## src/rtl/tlbq_pkg.sv

```systemverilog
`timescale 1ns / 1ps
// Package for the two-level byte quota block: sizes, operation and status
// codes, configuration register indexes and the word and control structs.
// Depends on nothing.
package tlbq_pkg;

  localparam int SLOT_COUNT = 16;
  localparam int SLOT_IDX_W = (SLOT_COUNT > 1) ? $clog2(SLOT_COUNT) : 1;
  localparam int CNT_W      = 32;

  localparam logic [1:0] FUNC_RESERVE = 2'd0;
  localparam logic [1:0] FUNC_RELEASE = 2'd1;
  localparam logic [1:0] FUNC_QUERY   = 2'd2;

  localparam logic [1:0] ST_OK          = 2'd0;
  localparam logic [1:0] ST_INVALID     = 2'd1;
  localparam logic [1:0] ST_CAPACITY    = 2'd2;
  localparam logic [1:0] ST_BAD_RELEASE = 2'd3;

  localparam logic [1:0] CFG_REQUEST_LIMIT = 2'd0;
  localparam logic [1:0] CFG_SLOT_LIMIT    = 2'd1;
  localparam logic [1:0] CFG_TOTAL_LIMIT   = 2'd2;

  typedef struct packed {
    logic [1:0]       func;
    logic [7:0]       slot;
    logic [CNT_W-1:0] amount;
  } in_word_t;

  typedef struct packed {
    logic [1:0]       status;
    logic [CNT_W-1:0] slot_total;
    logic [CNT_W-1:0] overall_total;
  } out_word_t;

  typedef struct packed {
    logic [CNT_W-1:0] request;
    logic [CNT_W-1:0] slot;
    logic [CNT_W-1:0] total;
  } limits_t;

  typedef struct packed {
    logic             we;
    logic [CNT_W-1:0] slot_val;
    logic [CNT_W-1:0] total_val;
  } update_t;

endpackage

```

## src/rtl/tlbq_eval.sv

```systemverilog
`timescale 1ns / 1ps
// Decision logic for one request: checks a reserve or release against the
// limits and the current counters and forms the result word and counter update.
// Depends on tlbq_pkg.
module tlbq_eval (
  input  tlbq_pkg::in_word_t         item,
  input  logic [tlbq_pkg::CNT_W-1:0] slot_cnt,
  input  logic [tlbq_pkg::CNT_W-1:0] total_cnt,
  input  tlbq_pkg::limits_t          limits,
  output tlbq_pkg::out_word_t        result,
  output tlbq_pkg::update_t          update
);

  logic                       in_range;
  logic [tlbq_pkg::CNT_W-1:0] cur;
  logic [tlbq_pkg::CNT_W:0]   slot_sum;
  logic [tlbq_pkg::CNT_W:0]   total_sum;
  logic                       amount_zero;
  logic [1:0]                 status;
  logic [tlbq_pkg::CNT_W-1:0] new_slot;
  logic [tlbq_pkg::CNT_W-1:0] new_total;
  logic                       we;

  assign in_range    = ({1'b0, item.slot} < 9'(tlbq_pkg::SLOT_COUNT));
  assign cur         = in_range ? slot_cnt : '0;
  assign amount_zero = (item.amount == '0);
  assign slot_sum    = {1'b0, cur} + {1'b0, item.amount};
  assign total_sum   = {1'b0, total_cnt} + {1'b0, item.amount};

  always_comb begin
    status    = tlbq_pkg::ST_OK;
    new_slot  = cur;
    new_total = total_cnt;
    we        = 1'b0;
    unique case (item.func)
      tlbq_pkg::FUNC_RESERVE: begin
        if (!in_range || amount_zero || (item.amount > limits.request)) begin
          status = tlbq_pkg::ST_INVALID;
        end else if ((slot_sum > {1'b0, limits.slot}) ||
                     (total_sum > {1'b0, limits.total})) begin
          status = tlbq_pkg::ST_CAPACITY;
        end else begin
          new_slot  = slot_sum[tlbq_pkg::CNT_W-1:0];
          new_total = total_sum[tlbq_pkg::CNT_W-1:0];
          we        = 1'b1;
        end
      end
      tlbq_pkg::FUNC_RELEASE: begin
        if (!in_range || amount_zero || (item.amount > cur) ||
            (item.amount > total_cnt)) begin
          status = tlbq_pkg::ST_BAD_RELEASE;
        end else begin
          new_slot  = cur - item.amount;
          new_total = total_cnt - item.amount;
          we        = 1'b1;
        end
      end
      tlbq_pkg::FUNC_QUERY: begin
        status = tlbq_pkg::ST_OK;
      end
      default: begin
        status = tlbq_pkg::ST_INVALID;
      end
    endcase
  end

  assign result.status        = status;
  assign result.slot_total    = in_range ? new_slot : '0;
  assign result.overall_total = new_total;

  assign update.we        = we;
  assign update.slot_val  = new_slot;
  assign update.total_val = new_total;

endmodule

```

## src/rtl/two_level_byte_quota_core.sv

```systemverilog
`timescale 1ns / 1ps
// Top level of the two-level byte quota: input register, slot and total
// counters, limit registers and the result register.
// Depends on tlbq_pkg and tlbq_eval.
//
//   Channel  Ports                           Direction  Word
//   in       in_valid, in_ready, in_data     sink       tlbq_pkg::in_word_t
//   out      out_valid, out_ready, out_data  source     tlbq_pkg::out_word_t
//   cfg      cfg_we, cfg_idx, cfg_wdata      sink       32-bit limit register
//
// One word per cycle is sustained while out_ready is high; a word waits in the
// input register, then goes to the output register with the counter update.
// The decision for a word is one add and compare on its slot counter and the
// total, so the word that follows always sees the updated counters.
// Reset clears all counters to zero and sets every limit to all ones.
// When out_ready is low with the output full, in_ready drops once the input
// register is also full; nothing is lost or repeated.
module two_level_byte_quota_core (
  input  logic                       clk,
  input  logic                       rst_n,
  input  logic                       in_valid,
  output logic                       in_ready,
  input  tlbq_pkg::in_word_t         in_data,
  output logic                       out_valid,
  input  logic                       out_ready,
  output tlbq_pkg::out_word_t        out_data,
  input  logic                       cfg_we,
  input  logic [1:0]                 cfg_idx,
  input  logic [tlbq_pkg::CNT_W-1:0] cfg_wdata
);

  logic                       s1_valid_r;
  logic                       s1_valid_nxt;
  tlbq_pkg::in_word_t         s1_item_r;
  logic                       out_valid_r;
  logic                       out_valid_nxt;
  tlbq_pkg::out_word_t        out_r;
  logic [tlbq_pkg::CNT_W-1:0] cnt_r [tlbq_pkg::SLOT_COUNT];
  logic [tlbq_pkg::CNT_W-1:0] total_r;
  tlbq_pkg::limits_t          limits_r;
  tlbq_pkg::limits_t          limits_nxt;

  logic                          in_fire;
  logic                          fire;
  logic [tlbq_pkg::SLOT_IDX_W-1:0] idx;
  logic [tlbq_pkg::CNT_W-1:0]    slot_rd;
  tlbq_pkg::out_word_t           result;
  tlbq_pkg::update_t             update;

  assign fire     = s1_valid_r && (!out_valid_r || out_ready);
  assign in_ready = !s1_valid_r || fire;
  assign in_fire  = in_valid && in_ready;

  assign idx     = s1_item_r.slot[tlbq_pkg::SLOT_IDX_W-1:0];
  assign slot_rd = cnt_r[idx];

  tlbq_eval u_eval (
    .item      (s1_item_r),
    .slot_cnt  (slot_rd),
    .total_cnt (total_r),
    .limits    (limits_r),
    .result    (result),
    .update    (update)
  );

  always_comb begin
    s1_valid_nxt = s1_valid_r;
    if (in_fire) begin
      s1_valid_nxt = 1'b1;
    end else if (fire) begin
      s1_valid_nxt = 1'b0;
    end
  end

  always_comb begin
    out_valid_nxt = out_valid_r;
    if (fire) begin
      out_valid_nxt = 1'b1;
    end else if (out_ready) begin
      out_valid_nxt = 1'b0;
    end
  end

  always_comb begin
    limits_nxt = limits_r;
    if (cfg_we) begin
      unique case (cfg_idx)
        tlbq_pkg::CFG_REQUEST_LIMIT: limits_nxt.request = cfg_wdata;
        tlbq_pkg::CFG_SLOT_LIMIT:    limits_nxt.slot    = cfg_wdata;
        tlbq_pkg::CFG_TOTAL_LIMIT:   limits_nxt.total   = cfg_wdata;
        default:                     limits_nxt         = limits_r;
      endcase
    end
  end

  always_ff @(posedge clk) begin
    if (!rst_n) begin
      s1_valid_r  <= 1'b0;
      out_valid_r <= 1'b0;
      total_r     <= '0;
      limits_r    <= '1;
      for (int i = 0; i < tlbq_pkg::SLOT_COUNT; i++) begin
        cnt_r[i] <= '0;
      end
    end else begin
      s1_valid_r  <= s1_valid_nxt;
      out_valid_r <= out_valid_nxt;
      limits_r    <= limits_nxt;
      if (fire && update.we) begin
        cnt_r[idx] <= update.slot_val;
        total_r    <= update.total_val;
      end
    end
  end

  always_ff @(posedge clk) begin
    if (in_fire) begin
      s1_item_r <= in_data;
    end
    if (fire) begin
      out_r <= result;
    end
  end

  assign out_valid = out_valid_r;
  assign out_data  = out_r;

  a_refused_keeps_total: assert property (@(posedge clk) disable iff (!rst_n)
    fire && (result.status != tlbq_pkg::ST_OK) |=> $stable(total_r))
    else $error("refused request changed the total counter");

  a_reserve_adds: assert property (@(posedge clk) disable iff (!rst_n)
    fire && update.we && (s1_item_r.func == tlbq_pkg::FUNC_RESERVE)
    |=> total_r == $past(total_r) + $past(s1_item_r.amount))
    else $error("granted reserve did not add its amount to the total");

  a_slot_within_total: assert property (@(posedge clk) disable iff (!rst_n)
    s1_valid_r |-> (slot_rd <= total_r))
    else $error("slot counter exceeds the total counter");

  a_stall_blocks_input: assert property (@(posedge clk) disable iff (!rst_n)
    s1_valid_r && out_valid_r && !out_ready |-> !in_ready)
    else $error("input accepted while both registers are held");

endmodule

```

## config.mk

```make
export PLATFORM = sky130hd
export DESIGN_NAME = two_level_byte_quota_core
export DESIGN_NICKNAME = d
export VERILOG_FILES = /design/src/rtl/tlbq_pkg.sv /design/src/rtl/tlbq_eval.sv /design/src/rtl/two_level_byte_quota_core.sv
export SDC_FILE = /design/constraint.sdc
export NUM_CORES = 2
export LEC_CHECK = 0
export BUFFER_PORTS_ARGS = -buffer_cell sky130_fd_sc_hd__buf_2
export CAP_MARGIN = 0
export CORE_ASPECT_RATIO = 0.75
export CORE_MARGIN = 2
export CORE_UTILIZATION = 40
export CTS_CLUSTER_SIZE = 16
export DETAILED_ROUTE_END_ITERATION = 6
export SLEW_MARGIN = 20
export SYNTH_ARGS = -nofsm -noshare
export SYNTH_HDL_FRONTEND = slang
export SYNTH_HIERARCHICAL = 1
export SYNTH_SLANG_ARGS = --single-unit
```

## constraint.sdc

```tcl
create_clock -name clk -period 12.7 [get_ports clk]
set_input_delay 3.81 -clock clk [delete_from_list [all_inputs] [get_ports clk]]
set_output_delay 3.81 -clock clk [all_outputs]
set_load 0.01 [all_outputs]
```

==> results.cfg <==
[clocking]
post_cts_buffers = 0
clk_latency_ns = 0.67
hold_buffers = 0
cts_made_buffers = 76
clock-sinks = 754
clock-root-buffer = clkbuf_16
clkTransAtPathRegs_ns = 0.06
cts-htree-levels = 3
ctsResizeCount = 0
tritoncts = built
clk_path_buf_depth = 3

[worst_setup_path]
endpoint_kind = register
ff2ff_path_depth = 25
r2r_slack_ns = 2.25
cp.required_ns = 13.17
slowest_delay_ns = 0.85
cp_top_family = compound AO/OA/AOI/OAI gates
cp.arrival_ns = 10.93
crit_buf_inv = 4
reg2reg_to = cnt_r[5][1]
worstSetupPathType = register to register
slowest_stage = dfxtp_4
cp-start-kind = register
worstPathMaxFanout = 201

[placed_design]
portBuffers = 148
place_ws_ns = 2.41
dpl.cell_count = 5201
gp_congestion = 0.934
dpl.hpwl_mm = 90.9

[sta]
slew_headroom_pct = 19.8
max_freq_mhz = 95.7
rsz0062_at_grt = false
finalSetupTns_ns = 0
fin_worst_skew_ns = 0.0194
period_minus_slack_ns = 10.45
drv_slew = 0
min_period_over_period_pct = 82.3
worst_slack_ns = 2.25
finalHoldViolCount = 0
hold_slack_ns = 0.467
tightest_slew_ns = 1.19
finalSetupViolations = 0

[synthesis]
ys.flop_type = edfxtp_1
yosys.area_share.simple_pct = 17.6
async_flop_share_pct = 0
synth-edff-count = 620
synth.top_cell.area_share_pct = 43.1
syn_nets = 4276
synth_compound_area_share_pct = 11.6
seq_area_frac_synth_pct = 49.3
synthTopCellsByCount = edfxtp_1, nor4_1, nand2_1, ha_1, clkbuf_1
synthAdderAreaFrac_pct = 6.67
ys_seq_elements = 754
synth.most_common_cell = edfxtp_1
yosysWarnings = 6
synth.distinct_cells = 96
syn_inst = 3967
synth_area_um2 = 43200
netlist_top_cells_area = edfxtp_1, nor4_1, mux4_2
synth_mux_area_share_pct = 6.97
syn_area_per_cell_um2 = 10.9
synth_top_area_cell = edfxtp_1
synth_xor_area_share_pct = 1.66
synth_top_family_by_area = simple AND/OR/NAND/NOR gates

[hold_path]
whs_endpoint = limits_r[18]
hp-start = limits_r[18]
hold_depth = 2
hold_class = register to register

[floorplanning]
die_h_um = 289
initial_core_util_pct = 40.3
die_w_um = 383
design.core.area_um2 = 107000
row_count = 104
ios = 149
dieArea_um2 = 111000

[drt]
first_iter_violations = 3973
highest_layer = met5
vias = 33300
drt-met1-wl_mm = 62.2
routed_via_density = 6.25
route.met3.wl_mm = 15.4
dr.pass1.iters = 5
drc_errors = 0
dr_wl_met2_mm = 56.8
wl_per_cell_um = 25.8
drt_wl_total_mm = 138
final_antenna_net_count = 0

[grt]
track_usage_pct = 24.5
grt_pass1_wl_mm = 206
grt_overflow_total = 0
antenna_found_initial = 2
grt_pass1_vias = 31800
grt_max_degree = 202

[finish]
drive_gt1_share_pct = 13.9
fin_cells = 5336
nets = 4158
diodes = 0
nFillCells = 10000
area_delta_synth_final_pct = 9.37
fin_util_pct = 44.1

[outcome]
outcome = finished clean

[power]
peakVddDrop_mv = 0.0881
p_leak_nw = 17.7
powerDensity_nw_per_um2 = 124

[job]
maxCapViolCount = 0
through the flow:
stage	instance area, um2	power, mW
2_1_floorplan	43200	3.31
3_3_place_gp	44700	3.55
3_5_place_dp	44700	3.56
4_1_cts	47200	5.86
5_1_grt	47300	6.02
6_report	47300	5.84
flip-flops by register name, indices dropped and copies added, names as in the netlist, named ones only:
register and cells:
cnt_r 512, idx 4, limits_r 96, out_data 66
out_valid 1, s1_item_r 38, s1_valid_r 1, total_r 32
how the worst max path moves through the flow:
stage                     startpoint            end  slack, ns  cells after the start
after floorplan             register    cnt_r[0][0]       2.32                     32
after global placement      register  cnt_r[12][27]       2.49                     24
after detailed placement    register  cnt_r[12][27]       2.41                     24
after CTS                   register  cnt_r[12][23]       2.35                     24
after global routing        register  cnt_r[12][23]       1.57                     24
final                       register    cnt_r[5][1]       2.25                     25
power by group:
part / total [mW] / internal (mW) / switching [mW]
combinational: 0.696 / 0.227 / 0.468
clock: 2.33 / 1.31 / 1.02
sequential: 2.82 / 2.76 / 0.0613
total: 5.84 / 4.29 / 1.55
logic make-up (layout without fill, tap and decap cells):
| family | after synthesis | count (layout) |
|---|---|---|
| AOI/OAI and AO/OA | 709 | 709 |
| and+or+nand+nor | 1427 | 1427 |
| xor gates and xnor gates | 82 | 82 |
| DFF | 754 | 754 |
| adders and majority gates | 228 | 228 |
| muxes | 140 | 140 |
| buffers and inverters | 627 | 565 |
cell usage in the layout, fill, tap and decap left out, types with 31 or more instances in the layout:
master     instances
mux4_2           128
a22oi_1           73
xnor2_1           63
inv_1            196
and2_1            31
nand4_1           57
a21o_1            33
nor2_1           122
clkbuf_16         77
a21oi_1          165
nand2b_1          65
o21ai_1           35
edfxtp_1         620
o21ai_0           64
dfxtp_1          132
buf_2            147
o31ai_1           55
nand2_1          360
nor4_1           533
buf_4             77
ha_1             224
nand3_1          123
worst register-to-register path: stages (launching register included):
cell and delay, ns:
dfxtp_4 0.85, buf_4 0.73, mux4_2 0.61, a22oi_1 0.29
nand2_1 0.18, and2_1 0.21, ha_1 0.46, nor4_1 0.81
a41oi_4 0.33, o31ai_1 0.68, a211o_1 0.32, xnor2_1 0.15
ha_1 0.27, o21a_1 0.12, o21a_1 0.16, o21ai_0 0.49
o2111ai_1 0.20, a21oi_1 0.19, o211ai_1 0.14, a211oi_1 0.43
a21oi_4 0.11, inv_1 0.13, nand4_4 0.62, buf_12 0.58
buf_4 0.70, nor4_1 0.49
routing by layer:
| metal | vias to the layer above | global-route usage [%] |
|---|---|---|
| met4 | 2 | 6.15 |
| met2 | 1680 | 34.1 |
| li1 | 15100 | - |
| met5 | - | 0 |
| met3 | 194 | 7.00 |
| met1 | 16400 | 37.0 |
layout make-up:
type                       count  area [um2]  area share, %
multi-input combinational   2586       19500           41.3
clock buffer                  92        1980           4.20
tap                         1431        1790           3.79
clock inverter                42         488           1.03
sequential                   754       21300           45.1
timing repair buffer         228        1380           2.91
inverter                     203         769           1.63
Note: power is estimated with default switching activity, not from simulation.
